### config.mk
export PLATFORM = sky130hd
export DESIGN_NAME = rpcc_front
export DESIGN_NICKNAME = d
export VERILOG_FILES = /design/src/hw/rtl/rpcc_pkg.sv /design/src/hw/rtl/rpcc_front.sv
export SDC_FILE = /design/constraint.sdc
export NUM_CORES = 2
export LEC_CHECK = 0
export BUFFER_PORTS_ARGS = -buffer_cell sky130_fd_sc_hd__buf_4
export CORE_AREA = 2 2 344 346
export CTS_BUF_LIST = sky130_fd_sc_hd__clkbuf_4
export DETAILED_ROUTE_END_ITERATION = 6
export DIE_AREA = 0 0 346 348
export PLACE_DENSITY = 0.71
export SLEW_MARGIN = 0
export SYNTH_ARGS = -nofsm -noshare
export SYNTH_HDL_FRONTEND = slang
export SYNTH_SLANG_ARGS = --single-unit
### constraint.sdc
create_clock -name clk -period 34.4 [get_ports clk]
set_input_delay 6.88 -clock clk [delete_from_list [all_inputs] [get_ports clk]]
set_output_delay 6.88 -clock clk [all_outputs]
set_load 0.05 [all_outputs]
### src/hw/rtl/rpcc_pkg.sv
`default_nettype none

package rpcc_pkg;

  localparam int NUM_LAYERS  = 6;
  localparam int COORD_WIDTH = 32;

  // fixed field widths
  localparam int IN_COORD_W = 32;
  localparam int LAYER_W    = 3;
  localparam int NET_W      = 16;
  localparam int COEF_W     = 24;
  localparam int GAP_W      = 20;
  localparam int CAP_W      = 48;
  localparam int OUT_W      = 32;
  localparam int CFG_IDX_W  = 3;
  localparam int CFG_DATA_W = COEF_W;

  // derived widths
  localparam int LIDX_W = (NUM_LAYERS > 1) ? $clog2(NUM_LAYERS) : 1;
  localparam int DIFF_W = COORD_WIDTH + 1;
  localparam int CMP_W  = (COORD_WIDTH > GAP_W) ? COORD_WIDTH : GAP_W;
  localparam int NUM_W  = COEF_W + COORD_WIDTH;
  localparam int DIVD_W = (NUM_W > CAP_W) ? NUM_W : CAP_W + 1;

  localparam logic [CFG_IDX_W-1:0] MAX_GAP_IDX   = CFG_IDX_W'(6);
  localparam logic [GAP_W-1:0]     MAX_GAP_RESET = GAP_W'(2000);
  localparam logic [LAYER_W-1:0]   VIA_CODE      = LAYER_W'(7);

  typedef logic [NUM_LAYERS-1:0][COEF_W-1:0] coef_array_t;

  typedef struct packed {
    logic signed [IN_COORD_W-1:0] a_left;
    logic signed [IN_COORD_W-1:0] a_bottom;
    logic signed [IN_COORD_W-1:0] a_right;
    logic signed [IN_COORD_W-1:0] a_top;
    logic signed [IN_COORD_W-1:0] b_left;
    logic signed [IN_COORD_W-1:0] b_bottom;
    logic signed [IN_COORD_W-1:0] b_right;
    logic signed [IN_COORD_W-1:0] b_top;
    logic [LAYER_W-1:0]           a_layer;
    logic [LAYER_W-1:0]           b_layer;
    logic [NET_W-1:0]             a_net_id;
    logic [NET_W-1:0]             b_net_id;
  } pair_word_t;

  typedef struct packed {
    logic             coupled;
    logic [CAP_W-1:0] coupling_cap;
    logic [OUT_W-1:0] gap_out;
    logic [OUT_W-1:0] overlap_out;
  } cap_word_t;

  // word handed from cell to cell along the divider chain
  typedef struct packed {
    logic                   valid;
    logic                   coupled;
    logic                   sat;
    logic [GAP_W-1:0]       gap;
    logic [COORD_WIDTH-1:0] overlap;
    logic [GAP_W-1:0]       rem;
    logic [CAP_W-1:0]       shift;
  } cell_word_t;

endpackage

`default_nettype wire

### src/hw/rtl/rpcc_front.sv
`default_nettype none

module rpcc_front import rpcc_pkg::*; (
  input  wire logic        clk,
  input  wire logic        rst,
  input  wire logic        en,
  input  wire logic        in_valid,
  input  wire pair_word_t  in_data,
  input  wire coef_array_t layer_coef,
  input  wire logic [GAP_W-1:0] max_gap,
  output cell_word_t       head
);

  typedef struct packed {
    logic                   has;
    logic [COORD_WIDTH-1:0] gap;
    logic [COORD_WIDTH-1:0] ov;
  } axis_t;

  typedef struct packed {
    logic              valid;
    logic              pair_ok;
    logic [LIDX_W-1:0] layer;
    axis_t             x;
    axis_t             y;
  } s1_t;

  typedef struct packed {
    logic                   valid;
    logic                   coupled;
    logic [GAP_W-1:0]       gap;
    logic [COORD_WIDTH-1:0] overlap;
    logic [COEF_W-1:0]      coef;
  } s2_t;

  typedef struct packed {
    logic                   valid;
    logic                   coupled;
    logic [GAP_W-1:0]       gap;
    logic [COORD_WIDTH-1:0] overlap;
    logic [NUM_W-1:0]       num;
  } s3_t;

  function automatic logic signed [DIFF_W-1:0] coord(input logic [IN_COORD_W-1:0] v);
    return $signed({v[COORD_WIDTH-1], v[COORD_WIDTH-1:0]});
  endfunction

  // separation along one axis, overlap along the other
  function automatic axis_t axis_cand(
    input logic signed [DIFF_W-1:0] a0, input logic signed [DIFF_W-1:0] a1,
    input logic signed [DIFF_W-1:0] b0, input logic signed [DIFF_W-1:0] b1,
    input logic signed [DIFF_W-1:0] c0a, input logic signed [DIFF_W-1:0] c1a,
    input logic signed [DIFF_W-1:0] c0b, input logic signed [DIFF_W-1:0] c1b);
    logic                     le_ab;
    logic                     le_ba;
    logic signed [DIFF_W-1:0] g;
    logic signed [DIFF_W-1:0] hi;
    logic signed [DIFF_W-1:0] lo;
    logic signed [DIFF_W-1:0] o;
    axis_t                    r;
    le_ab = a1 <= b0;
    le_ba = b1 <= a0;
    g     = le_ab ? b0 - a1 : a0 - b1;
    hi    = (c1a < c1b) ? c1a : c1b;
    lo    = (c0a > c0b) ? c0a : c0b;
    o     = hi - lo;
    r.has = (le_ab || le_ba) && (g != '0) && !o[DIFF_W-1] && (o != '0);
    r.gap = g[COORD_WIDTH-1:0];
    r.ov  = o[COORD_WIDTH-1:0];
    return r;
  endfunction

  logic signed [DIFF_W-1:0] al, ab, ar, at, bl, bb, br, bt;
  logic                     layer_ok;
  logic                     net_ok;

  s1_t s1;
  s2_t s2;
  s3_t s3;

  assign al = coord(in_data.a_left);
  assign ab = coord(in_data.a_bottom);
  assign ar = coord(in_data.a_right);
  assign at = coord(in_data.a_top);
  assign bl = coord(in_data.b_left);
  assign bb = coord(in_data.b_bottom);
  assign br = coord(in_data.b_right);
  assign bt = coord(in_data.b_top);

  assign layer_ok = (in_data.a_layer == in_data.b_layer) && (in_data.a_layer != VIA_CODE)
                    && (in_data.a_layer < LAYER_W'(NUM_LAYERS));
  assign net_ok   = !((in_data.a_net_id != '0) && (in_data.a_net_id == in_data.b_net_id));

  // stage 2 selection
  logic [CMP_W-1:0] gx_w;
  logic [CMP_W-1:0] gy_w;
  logic [CMP_W-1:0] radius_w;
  logic             pick_x;
  logic             gx_in;
  logic             gy_in;
  logic [CMP_W-1:0] g_sel;

  assign gx_w     = CMP_W'(s1.x.gap);
  assign gy_w     = CMP_W'(s1.y.gap);
  assign radius_w = CMP_W'(max_gap);
  assign pick_x   = s1.x.has && (!s1.y.has || (gx_w <= gy_w));
  assign gx_in    = gx_w <= radius_w;
  assign gy_in    = gy_w <= radius_w;
  assign g_sel    = pick_x ? gx_w : gy_w;

  // stage 3 multiply and stage 4 preparation of the divider
  logic [NUM_W-1:0]        prod;
  logic [DIVD_W-1:0]       dividend;
  logic [GAP_W-1:0]        pre_rem;

  assign prod     = s2.coef * s2.overlap;
  assign dividend = DIVD_W'(s3.num);
  assign pre_rem  = GAP_W'(dividend[DIVD_W-1:CAP_W]);

  always_ff @(posedge clk) begin
    if (rst) begin
      s1.valid   <= 1'b0;
      s2.valid   <= 1'b0;
      s3.valid   <= 1'b0;
      head.valid <= 1'b0;
    end else if (en) begin
      s1.valid   <= in_valid;
      s1.pair_ok <= layer_ok && net_ok;
      s1.layer   <= in_data.a_layer[LIDX_W-1:0];
      s1.x       <= axis_cand(al, ar, bl, br, ab, at, bb, bt);
      s1.y       <= axis_cand(ab, at, bb, bt, al, ar, bl, br);

      s2.valid   <= s1.valid;
      s2.coupled <= s1.pair_ok && (s1.x.has || s1.y.has) && (pick_x ? gx_in : gy_in);
      s2.gap     <= g_sel[GAP_W-1:0];
      s2.overlap <= pick_x ? s1.x.ov : s1.y.ov;
      s2.coef    <= layer_coef[s1.layer];

      s3.valid   <= s2.valid;
      s3.coupled <= s2.coupled;
      s3.gap     <= s2.gap;
      s3.overlap <= s2.overlap;
      s3.num     <= prod;

      // quotient bits above the cap width are nonzero exactly when the top part reaches the gap
      head.valid   <= s3.valid;
      head.coupled <= s3.coupled;
      head.sat     <= pre_rem >= s3.gap;
      head.gap     <= s3.gap;
      head.overlap <= s3.overlap;
      head.rem     <= pre_rem;
      head.shift   <= dividend[CAP_W-1:0];
    end
  end

endmodule

`default_nettype wire

**Word level (Yosys, flattened, before mapping)**

Cells that the tools add are included.

- Bits in registers: 434
- Latch bits: 0
- Memory bits (writable): 0
- Bits in read-only memories: 0
- Memories: 0

- Add/subtract/negate cells: 6
- $mul: 1
- Divide/modulo/power cells: 0
- Order comparisons: 14
- Eq/ne operators: 3
- Shifts and indexed selects: 0
- Mux-type cells: 11
- Bitwise logic cells: 1
- Reduce and logical (&&, ||, !) cells: 27

Operator list:

| cell | number |
|---|---|
| $mux W33 | 6 |
| $le A32 B32 Y1 | 5 |
| $reduce_bool A33 Y1 | 4 |
| $sub A32 B32 Y33 | 4 |
| $bmux W24 S3 | 1 |
| $sub A33 B33 Y33 | 2 |
| $gt A32 B32 Y1 | 2 |
| $le A32 B20 Y1 | 2 |
| $lt A32 B32 Y1 | 2 |
| $mul A24 B32 Y56 | 1 |
| $mux W32 | 1 |
| $mux W24 | 1 |
| $ge A8 B20 Y1 | 1 |
| $mux W20 | 1 |
| $eq A16 B16 Y1 | 1 |
| $reduce_bool A16 Y1 | 1 |
| $logic_and A1 B1 Y1 | 13 |
| $logic_not A1 Y1 | 4 |
| $logic_or A1 B1 Y1 | 4 |
| $lt A3 B4 Y1 const B | 1 |
| $eq A3 B3 Y1 | 1 |
| $lt A3 B3 Y1 const B | 1 |
| $ne A3 B3 Y1 const B | 1 |
| $reduce_and A2 Y1 | 1 |
| other kinds (2) | 2 |

**Longest topological paths before layout**

- Depth after elaboration: 6
- Gate-level depth with buffers: 30

**Worst setup path before layout**

Ideal clock, no wire load.

- Path kind: input -> register
- From: input port en
- To: register s3 (netlist bit dividend[0]) (enable)
- Library setup time: 1291 ps
- Data arrival time: 25949 ps
- Required time: 33109 ps
- Path slack: 7160 ps
- Stages on the path: 2
- Path buffers: 1
- Cell sequence: clkbuf_1 nor2b_1

- Longest elaborated chain between the ends: 1

Ends and longest elaborated chain:

| what | RTL line | source |
|---|---|---|
| from (decl) | rpcc_front.sv:6 | `input wire logic en,` |
| $reduce_and A2 Y1 (no line) | -- |  |
| to (decl) | rpcc_front.sv:79 | `s3_t s3;` |

No other way between the ends.
A chain may end at the register's enable or synchronous reset.

**Worst setup path after layout**

- From: input port in_data[165] in the netlist's numbering
- To: register s1[64] in the netlist's numbering, data pin

- Longest elaborated chain between the ends: 6

Ends and longest elaborated chain:

| what | RTL line | source |
|---|---|---|
| from (decl) | rpcc_front.sv:8 | `input wire pair_word_t in_data,` |
| $gt A32 B32 Y1 | rpcc_front.sv:65 | `lo = (c0a > c0b) ? c0a : c0b;` |
| $mux W33 (*) | rpcc_front.sv:65 |  |
| $sub A33 B33 Y33 (*) | rpcc_front.sv:66 | `o = hi - lo;` |
| parallel branches: the longest is 2 deep, another holds $reduce_bool A33 Y1 | -- |  |
| $logic_and A1 B1 Y1 (*) | rpcc_front.sv:67 | `r.has = (le_ab \|\| le_ba) && (g != '0) && !o[DIFF_W-1] && (o != '0);` |
| to (decl) | rpcc_front.sv:77 | `s1_t s1;` |

Every way passes the cells marked *.

==> metrics.cfg <==
[cells_and_area]
fin_nets=8265
drive_gt1_frac=0.139
fillers=10500
final_cell_count_no_fill=8183
area_growth_pct=12.5

[setup_path]
crit_path_top_delay_cell=sky130_fd_sc_hd__mux2i_4
critical_path.max_fanout=18
critical_path_cell_count=27
critical-path-max-stage-delay_ps=720
worst-path-buf-inv=5
path_delay_family=simple AND/OR/NAND/NOR gates
end_kind=register
start_kind=input port
timing_worst_setup_path_type=in2reg
cp.required_ps=35060
worst-r2r-cell-count=26
timing.critical_path.arrival_ps=14840

[synthesis]
synth_cell_type_count=87
synthesis.area_per_instance_sq_um=9.61
yosysSeqAreaShare=0.224
synth_area_sq_um=58000
netlist_top_cells_area=sky130_fd_sc_hd__fa_1 (23%), sky130_fd_sc_hd__edfxtp_1 (22%), sky130_fd_sc_hd__ha_1 (13%)
synth_edf_count=430
ys_warns=0
ys_ff_latch=434
synth_top_area_cell=sky130_fd_sc_hd__fa_1
synthMostInstantiatedCell=sky130_fd_sc_hd__inv_1
post_synth_most_frequent_cells=sky130_fd_sc_hd__inv_1 (1061), sky130_fd_sc_hd__fa_1 (664), sky130_fd_sc_hd__ha_1 (580)
ys_async_rst_share=0
fraction_of_synthesized_cell_area_taken_by_the_top_area_cell_type=0.229
yosys_most_used_dff=sky130_fd_sc_hd__edfxtp_1
syn-instance-count=6038

[global_routing]
grt_antenna_before_repair=13
grt-ovfl-total=0
grt_pass1_wl_um=291000
grt_start_max_net_pins=91
grt_pass1_vias=48900
overall_fraction_of_global_route_tracks_in_use=0.319

[drt]
routed-via-count=47100
drt_pre_antenna_iters=6
postRouteAntennaNets=0
drt-total-wl_um=193000
drcViolationCount=0
drtIter0Drc=3851
post_drt_via_cell_ratio=5.75
routed_wire_length_per_instance_um=23.6

[floorplanning]
chipWidth_um=346
chipHeight_um=348
initial_utilization=0.496
floorplan.rows=126
num_io_pins=585
floorplan.core_area_sq_um=117000
dieArea_sq_um=120000

[min_path]
hold_path_depth=0
hold_path_class=reg2reg

[clocking]
cts_setup_buffers=0
worst_setup_hold_path_clk_slew_ps=60
postCtsResizedCells=0
ctsHtreeMaxLevel=3
cts.path.max_buffers=3
clk_latency_ps=1000
cts-root-buf=sky130_fd_sc_hd__clkbuf_4
tritoncts=built
cts-buffers-inserted=112
clock_sink_count=434
cts_hold_repair.buffers=0

[sta]
setup_tns_ps=0
finalSetupViolCount=0
period_needed_ps=14180
hold_viol=0
timing.final.max_slew_violations=0
timing.final.crit_share=0.412
maxSlewHeadroom=0.161
fin_skew_ps=92.0
unrepaired_setup_endpoints_after_global_routing=false
tightestPinTransition_ps=1260
fmax_mhz=70.5

[placement]
dp.cells=7981
finalWeightedCongestion=1.03
buffer_ports.inserted=572
dp.final_hpwl_um=157000

[flow_run]
maxCapViolCount=0

[status]
status=finished, final reports clean

## cells by family after synthesis
family          count (synthesis)  share of synthesized area
other cells                     1                  0.0000646
flops                         434                      0.224
fa+ha+maj                    1244                      0.354
mux                           269                     0.0528
buf+inv                      1304                     0.0854
xor+xnor                      225                     0.0340
simple gates                 1615                      0.144
compound gates                946                      0.106
## final cells by class
type,count,area [sq um],share of cell area
Clock buffer,155,1160,0.0178
Antenna cell,8,20.0,0.000307
Multi-Input combinational cell,4311,40200,0.615
Sequential cell,434,13000,0.199
Inverter,1061,3980,0.0610
Clock inverter,39,235,0.00360
Timing Repair Buffer,639,4800,0.0735
Tap cell,1536,1920,0.0294
## worst register-to-register path: stages (launching register included)
cell and delay (ps):
sky130_fd_sc_hd__edfxtp_1 1170, sky130_fd_sc_hd__nand2_1 220, sky130_fd_sc_hd__fa_1 470, sky130_fd_sc_hd__inv_1 80, sky130_fd_sc_hd__fa_1 410, sky130_fd_sc_hd__inv_1 80, sky130_fd_sc_hd__fa_1 430, sky130_fd_sc_hd__fa_1 520
sky130_fd_sc_hd__inv_1 50, sky130_fd_sc_hd__fa_1 490, sky130_fd_sc_hd__fa_1 490, sky130_fd_sc_hd__inv_1 50, sky130_fd_sc_hd__fa_1 500, sky130_fd_sc_hd__inv_1 50, sky130_fd_sc_hd__ha_1 340, sky130_fd_sc_hd__a21o_1 200
sky130_fd_sc_hd__a21o_1 190, sky130_fd_sc_hd__a211oi_1 280, sky130_fd_sc_hd__o21bai_1 140, sky130_fd_sc_hd__a21oi_1 810, sky130_fd_sc_hd__o31a_1 390, sky130_fd_sc_hd__o21ai_1 190, sky130_fd_sc_hd__nand4_1 220, sky130_fd_sc_hd__a21oi_1 110
sky130_fd_sc_hd__o22ai_1 540, sky130_fd_sc_hd__nor3_1 100, sky130_fd_sc_hd__or4_1 550
## path summary, 6_finish.rpt
check                    start  slack [ps]           end
setup / recovery  in_data[165]       20220        s1[64]
hold / removal    dividend[24]         360      head[24]
setup reg to reg        s2[32]       25080  dividend[51]
hold reg to reg   dividend[24]         360      head[24]
## metrics by stage
| stage | instance area (sq um) | utilization | hold WS [ps] | worst slack [ps] |
|---|---|---|---|---|
| 2_1_floorplan | 58100 | - | 400 | 7160 |
| 5_1_grt | 65300 | 0.558 | 382 | 20050 |
| 4_1_cts | 65300 | 0.558 | 364 | 20460 |
| 3_3_place_gp | 63900 | 0.546 | 401 | 19580 |
| 3_5_place_dp | 63900 | 0.546 | 405 | 19510 |
| 6_report | 65300 | 0.558 | 357 | 20220 |
## cells in the final DEF, fill, tap and decap left out, types with 17 or more instances in the layout
master	n
sky130_fd_sc_hd__a21oi_1	249
sky130_fd_sc_hd__a211oi_1	36
sky130_fd_sc_hd__nand2b_1	66
sky130_fd_sc_hd__nand2_1	557
sky130_fd_sc_hd__nor2b_1	67
sky130_fd_sc_hd__nor3_1	48
sky130_fd_sc_hd__a211o_1	19
sky130_fd_sc_hd__and2_1	399
sky130_fd_sc_hd__mux4_2	24
sky130_fd_sc_hd__buf_4	639
sky130_fd_sc_hd__mux2_2	56
sky130_fd_sc_hd__a31oi_1	40
sky130_fd_sc_hd__xor2_1	79
sky130_fd_sc_hd__o22ai_1	32
sky130_fd_sc_hd__nor4_1	31
sky130_fd_sc_hd__mux2i_1	185
sky130_fd_sc_hd__inv_1	1061
sky130_fd_sc_hd__o31ai_1	18
sky130_fd_sc_hd__a21o_1	171
sky130_fd_sc_hd__and3_1	33
sky130_fd_sc_hd__nor2_1	160
sky130_fd_sc_hd__clkbuf_4	155
sky130_fd_sc_hd__ha_1	580
sky130_fd_sc_hd__o21a_1	49
sky130_fd_sc_hd__nand3_1	67
sky130_fd_sc_hd__o21ai_0	160
sky130_fd_sc_hd__edfxtp_1	430
sky130_fd_sc_hd__fa_1	664
sky130_fd_sc_hd__o21bai_1	24
sky130_fd_sc_hd__nand4_1	92
sky130_fd_sc_hd__xnor2_1	146
sky130_fd_sc_hd__o21ai_1	17
sky130_fd_sc_hd__clkinv_1	25
## flip-flops by register name, summed over array words and instances (netlist names)
name,count
dividend,56
gx_w,32
gy_w,32
head,111
s1,71
s2,78
s3,54
## layer usage
metal | wire length (um) | up-vias | global-route usage | part of all wire
li1 | - | 21200 | - | -
met2 | 92000 | 2071 | 0.534 | 0.48
met4 | 11300 | 6 | 0.168 | 0.059
met1 | 75700 | 23300 | 0.396 | 0.39
met3 | 14000 | 481 | 0.0556 | 0.073
met5 | 47 | - | 0 | 0.00024
Power is left out: the tool's default activity adds up to more than one toggle a clock period on the data nets, which glitch-free logic cannot reach.
