===== src/hw/rtl/rpcc_pkg.sv =====
`default_nettype none

package rpcc_pkg;

  localparam int NUM_LAYERS  = 6;
  localparam int COORD_WIDTH = 32;

  // fixed field widths
  localparam int IN_COORD_W = 32;
  localparam int LAYER_W    = 3;
  localparam int NET_W      = 16;
  localparam int COEF_W     = 24;
  localparam int GAP_W      = 20;
  localparam int CAP_W      = 48;
  localparam int OUT_W      = 32;
  localparam int CFG_IDX_W  = 3;
  localparam int CFG_DATA_W = COEF_W;

  // derived widths
  localparam int LIDX_W = (NUM_LAYERS > 1) ? $clog2(NUM_LAYERS) : 1;
  localparam int DIFF_W = COORD_WIDTH + 1;
  localparam int CMP_W  = (COORD_WIDTH > GAP_W) ? COORD_WIDTH : GAP_W;
  localparam int NUM_W  = COEF_W + COORD_WIDTH;
  localparam int DIVD_W = (NUM_W > CAP_W) ? NUM_W : CAP_W + 1;

  localparam logic [CFG_IDX_W-1:0] MAX_GAP_IDX   = CFG_IDX_W'(6);
  localparam logic [GAP_W-1:0]     MAX_GAP_RESET = GAP_W'(2000);
  localparam logic [LAYER_W-1:0]   VIA_CODE      = LAYER_W'(7);

  typedef logic [NUM_LAYERS-1:0][COEF_W-1:0] coef_array_t;

  typedef struct packed {
    logic signed [IN_COORD_W-1:0] a_left;
    logic signed [IN_COORD_W-1:0] a_bottom;
    logic signed [IN_COORD_W-1:0] a_right;
    logic signed [IN_COORD_W-1:0] a_top;
    logic signed [IN_COORD_W-1:0] b_left;
    logic signed [IN_COORD_W-1:0] b_bottom;
    logic signed [IN_COORD_W-1:0] b_right;
    logic signed [IN_COORD_W-1:0] b_top;
    logic [LAYER_W-1:0]           a_layer;
    logic [LAYER_W-1:0]           b_layer;
    logic [NET_W-1:0]             a_net_id;
    logic [NET_W-1:0]             b_net_id;
  } pair_word_t;

  typedef struct packed {
    logic             coupled;
    logic [CAP_W-1:0] coupling_cap;
    logic [OUT_W-1:0] gap_out;
    logic [OUT_W-1:0] overlap_out;
  } cap_word_t;

  // word handed from cell to cell along the divider chain
  typedef struct packed {
    logic                   valid;
    logic                   coupled;
    logic                   sat;
    logic [GAP_W-1:0]       gap;
    logic [COORD_WIDTH-1:0] overlap;
    logic [GAP_W-1:0]       rem;
    logic [CAP_W-1:0]       shift;
  } cell_word_t;

endpackage

`default_nettype wire


===== src/hw/rtl/rpcc_div_cell.sv =====
`default_nettype none

module rpcc_div_cell import rpcc_pkg::*; (
  input  wire logic       clk,
  input  wire logic       rst,
  input  wire logic       en,
  input  wire cell_word_t d,
  output cell_word_t      q
);

  logic [GAP_W:0] trial;
  logic [GAP_W:0] diff;
  logic           ge;
  cell_word_t     q_next;

  // one restoring step: bring down the next dividend bit, subtract if it fits
  assign trial = {d.rem, d.shift[CAP_W-1]};
  assign diff  = trial - {1'b0, d.gap};
  assign ge    = trial >= {1'b0, d.gap};

  always_comb begin
    q_next       = d;
    q_next.rem   = ge ? diff[GAP_W-1:0] : trial[GAP_W-1:0];
    q_next.shift = {d.shift[CAP_W-2:0], ge};
  end

  always_ff @(posedge clk) begin
    if (rst) begin
      q.valid <= 1'b0;
    end else if (en) begin
      q <= q_next;
    end
  end

endmodule

`default_nettype wire


===== config.mk =====
export PLATFORM = sky130hd
export DESIGN_NAME = rpcc_div_cell
export DESIGN_NICKNAME = d
export VERILOG_FILES = /design/src/hw/rtl/rpcc_pkg.sv /design/src/hw/rtl/rpcc_div_cell.sv
export SDC_FILE = /design/constraint.sdc
export NUM_CORES = 1
export LEC_CHECK = 0
export BUFFER_PORTS_ARGS = -buffer_cell sky130_fd_sc_hd__buf_2
export CAP_MARGIN = 25
export CORE_MARGIN = 5
export CORE_UTILIZATION = 47
export DETAILED_ROUTE_END_ITERATION = 8
export PLACE_DENSITY_LB_ADDON = 0.3
export SLEW_MARGIN = 30
export SYNTH_ARGS = -nofsm -noshare
export SYNTH_HDL_FRONTEND = slang
export SYNTH_SLANG_ARGS = --single-unit

===== constraint.sdc =====
create_clock -name clk -period 9.4 [get_ports clk]
set_clock_uncertainty 0.2 [all_clocks]
set_input_delay 0.47 -clock clk [delete_from_list [all_inputs] [get_ports clk]]
set_output_delay 0.47 -clock clk [all_outputs]
set_load 0.02 [all_outputs]

* After elaboration in Yosys (flattened, before gate mapping)
Index checks and enable logic that the tools add are counted.
** Word-level totals
- Input bits :: 126
- Register bits :: 123
** Cells by class
- Order comparisons :: 1
- Reduce and logical (&&, ||, !) cells :: 1
- Bitwise gates (word level) :: 1
- Muxes and demuxes :: 1
- Add/sub/neg operators :: 1
** Operators with widths (number)
- $ge A21 B20 Y1 :: 1
- $mux W20 :: 1
- $sub A20 B20 Y20 :: 1
- $reduce_and A2 Y1 :: 1
- $not A1 Y1 :: 1

* Logic depth before layout (Yosys ltp)
Gate-level depths: netlist of the first run.
- Depth in word-level cells :: 2
- Mapped depth :: 11
- Depth with buffers taken out :: 9

* Worst setup path before layout of the first run
OpenSTA, ideal clock, no wires.
- Path kind :: input-to-reg
- From :: input rst
- To :: register q[0] in the netlist's numbering (enable)
- Setup slack :: 2.692 ns
- Library setup time :: 0.621 ns
- Cell stages on the path :: 1
- Arrival time :: 5.887 ns
- Cells stage by stage :: nor2b_1
** On the way
- Cells in the longest elaborated chain, start to end :: 2
** Ends and longest elaborated chain
- from (decl) :: RTL line rpcc_div_cell.sv:5 : input wire logic rst,
- $not A1 Y1 (no line)
- $reduce_and A2 Y1 (no line)
- to (signal assigned) :: RTL line rpcc_div_cell.sv:31 : q <= q_next;
- to (decl) :: RTL line rpcc_div_cell.sv:8 : output cell_word_t q
No other way between the ends.
A chain may end at the register's enable or synchronous reset.

==> results of run 1 <==
-- per-layer routing --
layer / GRT usage, % / routed length (um) / vias to the layer above
met5: 0 / 0 / -
met4: 5.259 / 159 / 0
met3: 7.513 / 1284 / 13
met2: 38.29 / 7799 / 149
met1: 21.60 / 5186 / 1830
li1: - / - / 1838
-- final cells by class --
class	count	area [sq um]
Clock inverter	14	215.2
Multi-Input combinational cell	182	1439
Clock buffer	18	429.2
Tap cell	140	175.2
Antenna cell	1	2.502
Sequential cell	123	3684
Inverter	28	112.6
Fill cell	804	3622
Timing Repair Buffer	250	1256
-- worst min path at each step --
| stage | end | slack, ns | cells after the start |
|---|---|---|---|
| 2_1_floorplan | q[122] | 0.34 | 1 |
| 3_3_place_gp | q[122] | 0.28 | 2 |
| 3_5_place_dp | q[122] | 0.29 | 2 |
| 4_1_cts | q[26] | 0.03 | 1 |
| 5_1_grt | q[26] | 0.01 | 1 |
| 6_report | q[26] | 0.04 | 1 |
-- power groups by stage --
stage | combinational, mW | clock, mW | sequential (mW)
final | 0.249 | 0.706 | 0.662
after global routing | 0.267 | 0.742 | 0.665
after CTS | 0.251 | 0.714 | 0.663
after detailed placement | 0.249 | 0 | 0.673
after global placement | 0.244 | 0 | 0.672
after floorplan | 0.107 | 0 | 0.730
-- cell usage in the layout, fill, tap and decap left out, drive strengths merged, types with 4 or more instances in the layout --
cell type / instances
clkinv: 5
clkbuf: 18
o21a: 6
o21ai: 10
buf: 250
inv: 31
mux2: 16
nand4: 5
xnor2: 10
a211oi: 4
a21o: 6
nand2: 15
mux2i: 5
nor2b: 5
edfxtp: 122
bufinv: 5
a31oi: 7
nor2: 12
ha: 20
a21oi: 17
-- cells by family (layout without fill, tap and decap cells) --
kind of cell	count (synthesis)	after routing	share of synthesized area, %
muxes	21	21	4.834
buffers and inverters	38	310	3.608
DFF	123	123	69.42
xor gates and xnor gates	12	12	1.981
other	0	1	0
and+or+nand+nor	59	59	5.942
adders and majority gates	21	21	5.093
AOI/OAI and AO/OA	69	69	9.126
-- metrics by stage --
step / setup slack, ns / util [%]
after global routing: 6.615 / 66.88
after global placement: 6.366 / 60.96
after CTS: 6.745 / 66.85
after detailed placement: 6.327 / 60.96
final: 6.722 / 66.88
after floorplan: 2.692 / -
==> impl_results.md, run 1 <==
* Fin cells at 756
* Period utilisation layout at 28.49%
* Layout cell share with drive strength beyond 1 at 50.41%
* Syn avg cell area at 15.47 sq um
* Die height at 116.3 um
* Clock latency on the worst-skew pair at 0.40 ns
* Worst path slowest cell: or4_1
* # IOs at 249
* Mapped Cells at 343
* RSZ-0062 raised after global routing: no
* Synth area leader: edfxtp_1
* Mapped Nets at 490
* EDFF count, synth at 122
* CTS Root Cell: clkbuf_16
* Crit path time final at 2.678 ns
* Pwr Total at 1.617 mW
* GR Util All Layers at 20.45%
* Cell Area, Placed at 0.006666 sq mm
* Arrival @ worst endpoint at 2.62 ns
* WL final at 14.43 mm
* Sequential share of power at 41.0%
* Min-delay src: d[25]
* CTS tree: done
* Worst hold slack at 0.04212 ns
* Pins Over Slew Limit at 0
* Number of global-route vias before repair at 3879
* Peak supply drop at 0.0001108 V
* Die width at 116.3 um
* Hold Path Class: input port to flop
* Combinational power share at 15.4%
* Dpl cells at 723
* Detail Route Antenna Nets at 0
* Final #Nets at 749
* Number of cells on the critical path at 10
* CTS Buf Count at 17
* Top reg by flops: q
* Crit. Startpoint: d[47]
* Core area at 0.01094 sq mm
* Worst-Margin Slew at 0.8414 ns
* Synthesized flop and latch total at 123
* CP startpoint kind: input port
* Global-route wire length before repair at 20.62 mm
* Run status: complete, no violations
* H-tree Lvls at 4
* PortBufs at 248
* Slew HR at 43.91%
* Setup CP Type: input port to flop
* Final Hold Viols at 0
* Number of setup buffers added after CTS at 0
* Critical-path cell list: buf_2 > inv_1 > ha_1 > fa_1 > nor2b_1 > o21bai_1 > a21oi_2 > mux2i_1 > or4_1 > mux2_4
* Psw at 393.2 uW
* Clock share of power at 43.6%
* CTS max path bufs at 2
* YS warnings at 0
* Routed WL per cell at 19.09 um
* Synth top area share at 69.04%
* Final setup viols at 0
* Vias per inst at 5.066
* Setup crit end: q[60]
* R2r endpoint: q[122]
* Max incr delay on CP at 0.52 ns
* Cell-internal power at 1.224 mW
* R2R Setup Slk at 8.63 ns
* Crit path required time at 9.34 ns
* Crit path max-delay family: simple AND/OR/NAND/NOR gates
* Area contributors post-synth: edfxtp_1, ha_1, mux2_4
* # resized after CTS at 0
* Top-count cell post-synth: edfxtp_1
* Register area share after synthesis at 69.42%
* Top_reg_cell synth: edfxtp_1
* Largest fanout on the critical path at 4
* CTS clk-pin slew, worst paths at 0.06 ns
* Initial Utilization at 48.52%
* Power Density at 221.1 mW/mm^2
* Final GP Congestion at 0.8079
* 1st-pass router iterations at 4
* Worst setup EP type: flop
* Biggest regs: q: 123 flops
* Vias at 3830
* Area growth from synthesis to final layout at 37.82%
* MaxCap Viol Count at 0
* Synth unique cells at 57
* Number of remaining DRC errors at 0
* Hpwl dp at 11.12 mm
* Setup_tns at 0 ns
* Max FFs per register at 123
* WP buf/inv at 2
* 1st-iter DRT viols at 290
* F_max at 373.4 MHz
* Total gr overflow at 0
* Finished layout cell area at 0.007313 sq mm
* Sw frac at 24.32%
* Top post-synthesis cells by count: edfxtp_1, inv_1, ha_1
* Async set-reset flop share out of synthesis at 0%
* Largest net degree at the start of global routing at 70
* CTS sink cnt at 123
* Length in cells of the worst reg-to-reg path at 2
* P_leak at 3.204 nW
* Floorplan row count at 38
* Total die area at 0.01352 sq mm
* Synthesized area at 0.005306 sq mm
* Hold buffers post-CTS at 0
* Initial antenna violation count at 1
* Critical R2R Launch: q[122]
(Power assumes the default switching activity.)
==> run 2, diff against run 1 <==
Settings changed: CORE_UTILIZATION 47 to 42.
Clock period 9.4 ns to 2.4 ns, I/O delays scaled along.
==> impl_results.md, run 2 (synthesis results as in run 1) <==
* Worst hold path depth at 4 (+3)
* Hold Path Class: input port to flop
* Initial antenna violation count at 0 (-1)
* WL final at 18.44 mm (+28%)
* Area growth from synthesis to final layout at 69.87%
* Largest fanout on the critical path at 9 (+5)
* GR Util All Layers at 24.13% (+3.7 points)
* MaxCap Viol Count at 0 (unchanged)
* Critical R2R Launch: q[122]
* Dpl cells at 808 (+12%)
* Critical-path cell list: dlygate4sd3_1 > ha_4 > nand4_1 > nor3_1 > buf_4 > a221oi_4 > o21a_4 > clkinv_8 > buf_12 > mux2_4
* Final GP Congestion at 0.8431 (+4.4%)
* Most frequent cells in the layout: buf_2, dlygate4sd3_1, edfxtp_1
* Setup CP Type: input port to flop
* R2R Setup Slk at 1.03 ns (-7.60 ns)
* Worst path slowest cell: dlygate4sd3_1
* Power Density at 695.3 mW/mm^2 (+210%)
* Biggest regs: q: 123 flops
* Fin cells at 968 (+28%)
* Hold path endpoint: q[49]
* Crit path time final at 2.358 ns
* Global-route wire length before repair at 27.06 mm (+31%)
* CTS sink cnt at 123 (unchanged)
* Die width at 122.4 um (+5.3%)
* CTS max path bufs at 2 (unchanged)
* # fillers at 866 (+7.7%)
* CTS Root Cell: clkbuf_16
* Final Hold Viols at 0 (unchanged)
* Core area at 0.01252 sq mm (+14%)
* Max FFs per register at 123 (unchanged)
* Crit path required time at 2.36 ns (-6.98 ns)
* Routed WL per cell at 19.05 um (-0.20%)
* Worst-Margin Slew at 0.4938 ns (-0.3476 ns)
* Pins Over Slew Limit at 0 (unchanged)
* Arrival @ worst endpoint at 2.31 ns (-0.31 ns)
* Largest net degree at the start of global routing at 53 (-24%)
* 1st-pass router iterations at 5 (+1)
* CTS Buf Count at 17 (unchanged)
* Final #Nets at 929 (+24%)
* CP startpoint kind: input port
* Min-delay src: d[101]
* CTS clk-pin slew, worst paths at 0.06 ns (about the same)
* Detail Route Antenna Nets at 0 (unchanged)
* Most common cell after layout, fill and taps aside: buf_2
* Vias per inst at 4.889 (-3.5%)
* PortBufs at 248 (unchanged)
* Total gr overflow at 0 (unchanged)
* P_leak at 3.947 nW (+23%)
* Number of remaining DRC errors at 0 (unchanged)
* Run status: complete, no violations
* Clock latency on the worst-skew pair at 0.40 ns (about the same)
* Number of global-route vias before repair at 5008 (+29%)
* Setup_tns at 0 ns (unchanged)
* R2r endpoint: q[122]
* H-tree Lvls at 4 (unchanged)
* Initial Utilization at 42.39% (-6.1 points)
* Final setup viols at 0 (unchanged)
* CTS tree: done
* 1st-iter DRT viols at 307 (+5.9%)
* Length in cells of the worst reg-to-reg path at 3 (+1)
* Worst setup EP type: flop
* Top reg by flops: q
* Layout cell share with drive strength beyond 1 at 46.67% (-3.7 points)
* F_max at 424.2 MHz
* Max incr delay on CP at 0.61 ns (+0.09 ns)
* Die height at 122.4 um (+5.3%)
* Floorplan row count at 41 (+7.9%)
* # IOs at 249 (unchanged)
* Peak supply drop at 0.0003101 V (+180%)
* Slew HR at 67.01% (+23 points)
* Hpwl dp at 11.60 mm (+4.3%)
* Period utilisation layout at 98.23%
* Total die area at 0.01498 sq mm (+11%)
* Vias at 4733 (+24%)
[run 2: cell count changes in the layout (fill, tap and decap cells not counted), sizes merged]
cell         previous run  this run
bufinv                  5         1
clkinv                  5         8
clkinvlp                1         4
buf                   250       305
dlygate4sd3             0       125
inv                    31        29
[run 2: power breakdown]
| group | leakage, nW | total [mW] | internal (mW) | switching [mW] |
|---|---|---|---|---|
| Combinational | 2.54 | 1.30 | 0.631 | 0.666 |
| Clock | 0.258 | 2.37 | 1.42 | 0.945 |
| Sequential | 1.15 | 2.61 | 2.56 | 0.0490 |
[run 2: per-layer routing]
layer	routed length (um)	part of all wire (%)	global-route usage [%]
met4	490	2.7	8.607
met3	1382	7.5	7.005
met1	6791	37	25.85
met2	9773	53	44.97
met5	0	0	0
[run 2: cell type report]
cell class / count / area (sq um) / share of cell area [%]
Sequential cell: 123 / 3684 / 40.87
Timing Repair Buffer: 430 / 2967 / 32.91
Multi-Input combinational cell: 182 / 1478 / 16.39
Clock buffer: 18 / 429.2 / 4.761
Tap cell: 172 / 215.2 / 2.388
Clock inverter: 14 / 121.4 / 1.346
Inverter: 28 / 117.6 / 1.305
Antenna cell: 1 / 2.502 / 0.02776
[run 2: how the worst max path moves through the flow]
stage                      start    end  slack (ns)  cells after the start
after global placement    d[108]  q[57]       -0.12                     10
after CTS                  d[64]  q[58]       0.001                     10
final                      d[64]  q[61]        0.04                     10
after floorplan               en   q[0]       -0.19                      1
after detailed placement  d[108]  q[57]       -0.18                     10
after global routing       d[64]  q[62]       -0.01                     10
[run 2: critical path, delay by kind of cell]
kind,cells,cell delay (ns)
compound gates,2,0.49
mux,1,0.29
fa+ha+maj,1,0.28
buf+inv,4,0.95
simple gates,2,0.17
[run 2: repair_timing]
action	in CTS	in global routing
endpoints found under the hold margin	133	0
hold buffers	125	0
setup endpoints to repair	0	16
setup buffers	0	4
gates resized for setup	0	5
[run 2: through the flow]
step / power (mW) / util [%] / worst slack [ns] / cell area (sq um) / hold WS (ns)
2_1_floorplan: 3.270 / - / -0.1867 / 5329 / -0.007617
3_3_place_gp: 3.707 / 57.08 / -0.1194 / 7144 / 0.09760
3_5_place_dp: 3.730 / 57.08 / -0.1841 / 7144 / 0.09845
4_1_cts: 6.265 / 71.47 / 0.001313 / 8946 / 0.09039
5_1_grt: 6.510 / 71.99 / -0.01378 / 9011 / 0.1636
6_report: 6.267 / 72.01 / 0.04236 / 9014 / 0.1224
==> run 3, diff against run 2 <==
Settings changed: CORE_MARGIN 5 to 10.
==> impl_results.md, run 3 (synthesis results as in run 1) <==
* Run status: complete, no violations
* Pwr Total at 6.537 mW (+4.3%)
* CTS Buf Count at 17 (unchanged)
* Crit path required time at 2.35 ns (about the same)
* Vias at 4626 (-2.3%)
* Top reg by flops: q
* Largest fanout on the critical path at 8 (-1)
* Routed WL per cell at 19.86 um (+4.3%)
* CP startpoint kind: input port
* Most common cell after layout, fill and taps aside: buf_2
* Slew HR at 68.66% (+1.7 points)
* Dpl cells at 797 (-1.4%)
* Crit path time final at 2.098 ns (-0.2593 ns)
* Power Density at 733.0 mW/mm^2 (+5.4%)
* Critical R2R Launch: q[122]
* RSZ-0062 raised after global routing: no
* Hold buffers post-CTS at 124 (-0.80%)
* Total gr overflow at 0 (unchanged)
* Die height at 132.4 um (+8.2%)
* Die width at 132.4 um (+8.2%)
* Worst setup EP type: flop
* CTS sink cnt at 123 (unchanged)
* Vias per inst at 4.844 (-0.93%)
* Number of global-route vias before repair at 4949 (-1.2%)
* Final #Nets at 915 (-1.5%)
* Global-route wire length before repair at 29.17 mm (+7.8%)
* Number of remaining DRC errors at 0 (unchanged)
* Core area at 0.01252 sq mm (unchanged)
* Layout cell share with drive strength beyond 1 at 45.71% (-0.96 points)
* Final Hold Viols at 0 (unchanged)
* Initial Utilization at 42.39% (unchanged)
* CTS clk-pin slew, worst paths at 0.06 ns (about the same)
* Cell Area, Placed at 0.007049 sq mm (-1.3%)
* 1st-pass router iterations at 5 (unchanged)
* # resized after CTS at 0 (unchanged)
* Peak supply drop at 0.0004219 V (+36%)
* Min-delay src: d[101]
* GR Util All Layers at 21.43% (-2.7 points)
* # fillers at 842 (-2.8%)
* Floorplan row count at 41 (unchanged)
* Worst Setup Slack, final at 0.3017 ns (+0.2593 ns)
* PortBufs at 248 (unchanged)
* P_leak at 3.915 nW (-0.82%)
* Finished layout cell area at 0.008919 sq mm (-1.1%)
* MaxCap Viol Count at 0 (unchanged)
* Total die area at 0.01753 sq mm (+17%)
* Arrival @ worst endpoint at 2.05 ns (-0.26 ns)
* Fin cells at 955 (-1.3%)
* Crit. Startpoint: d[55]
* Detail Route Antenna Nets at 0 (unchanged)
* WL final at 18.97 mm (+2.9%)
* # IOs at 249 (unchanged)
* Number of setup buffers added after CTS at 0 (unchanged)
* Pins Over Slew Limit at 0 (unchanged)
* Final setup viols at 0 (unchanged)
* Initial antenna violation count at 2 (+2)
* Final GP Congestion at 0.8686 (+3.0%)
* F_max at 476.6 MHz (+12%)
* CTS Root Cell: clkbuf_16
* Period utilisation layout at 87.43% (-11 points)
* Area growth from synthesis to final layout at 68.07%
* 1st-iter DRT viols at 419 (+36%)
* Hold Path Class: input port to flop
* Hpwl dp at 12.62 mm (+8.8%)
* Worst hold slack at 0.1352 ns (+0.01281 ns)
* Biggest regs: q: 123 flops
* Worst-Margin Slew at 0.4700 ns (-0.02376 ns)
* H-tree Lvls at 4 (unchanged)
* Largest net degree at the start of global routing at 90 (+70%)
* Max FFs per register at 123 (unchanged)
* CTS max path bufs at 2 (unchanged)
* Setup CP Type: input port to flop
* Clock latency on the worst-skew pair at 0.40 ns (about the same)
* Most frequent cells in the layout: buf_2, dlygate4sd3_1, edfxtp_1
* CTS tree: done
* Setup Slack @ Placement at -0.1076 ns (+0.07654 ns)
-- run 3: changes by cell type in the layout (fill, tap and decap cells not counted), moves of 2 or more --
| cell | previous run | this run |
|---|---|---|
| buf_4 | 55 | 43 |
| clkinvlp_4 | 4 | 1 |
| bufinv_16 | 1 | 4 |
| buf_2 | 246 | 248 |
| buf_12 | 3 | 1 |
-- run 3: metal layers --
metal	vias to the layer above	global-route usage (%)	routed length (um)
met5	-	0	0
met4	0	5.746	223
met3	13	6.631	1381
met2	219	38.65	10140
met1	2219	23.78	7224
li1	2175	-	-
-- run 3: area by class of cell --
cell class / count / area (sq um) / area share, %
inverter: 28 / 112.6 / 1.263
multi-input combinational: 182 / 1454 / 16.30
clock buffer: 18 / 429.2 / 4.812
clock inverter: 14 / 193.9 / 2.175
timing repair buffer: 416 / 2825 / 31.68
tap: 172 / 215.2 / 2.413
sequential: 123 / 3684 / 41.30
antenna: 2 / 5.005 / 0.05612
-- run 3: final timing paths --
kind	end	slack [ns]	cells past startpoint
setup / recovery	q[64]	0.30	9
setup reg to reg	q[122]	1.01	3
hold reg to reg	q[122]	0.88	3
hold / removal	q[49]	0.14	4
-- run 3: metrics by stage --
stage               setup TNS [ns]  utilization (%)
floorplan                   -22.78                -
global placement            -1.465            56.32
detailed placement          -1.430            56.32
CTS                              0            71.21
global route                     0            71.25
finish                           0            71.25
-- run 3: critical path, stage by stage --
cell and delay (ns):
buf_2 0.11, ha_1 0.39, and3_1 0.21, a221oi_1 0.36, buf_4 0.18, o221ai_1 0.11, a21oi_1 0.22, xnor2_1 0.10
mux2_4 0.26
-- run 3: report_power, final --
group	internal, mW	switching [mW]
clock	1.74	0.933
combinational	0.597	0.662
sequential	2.56	0.0442
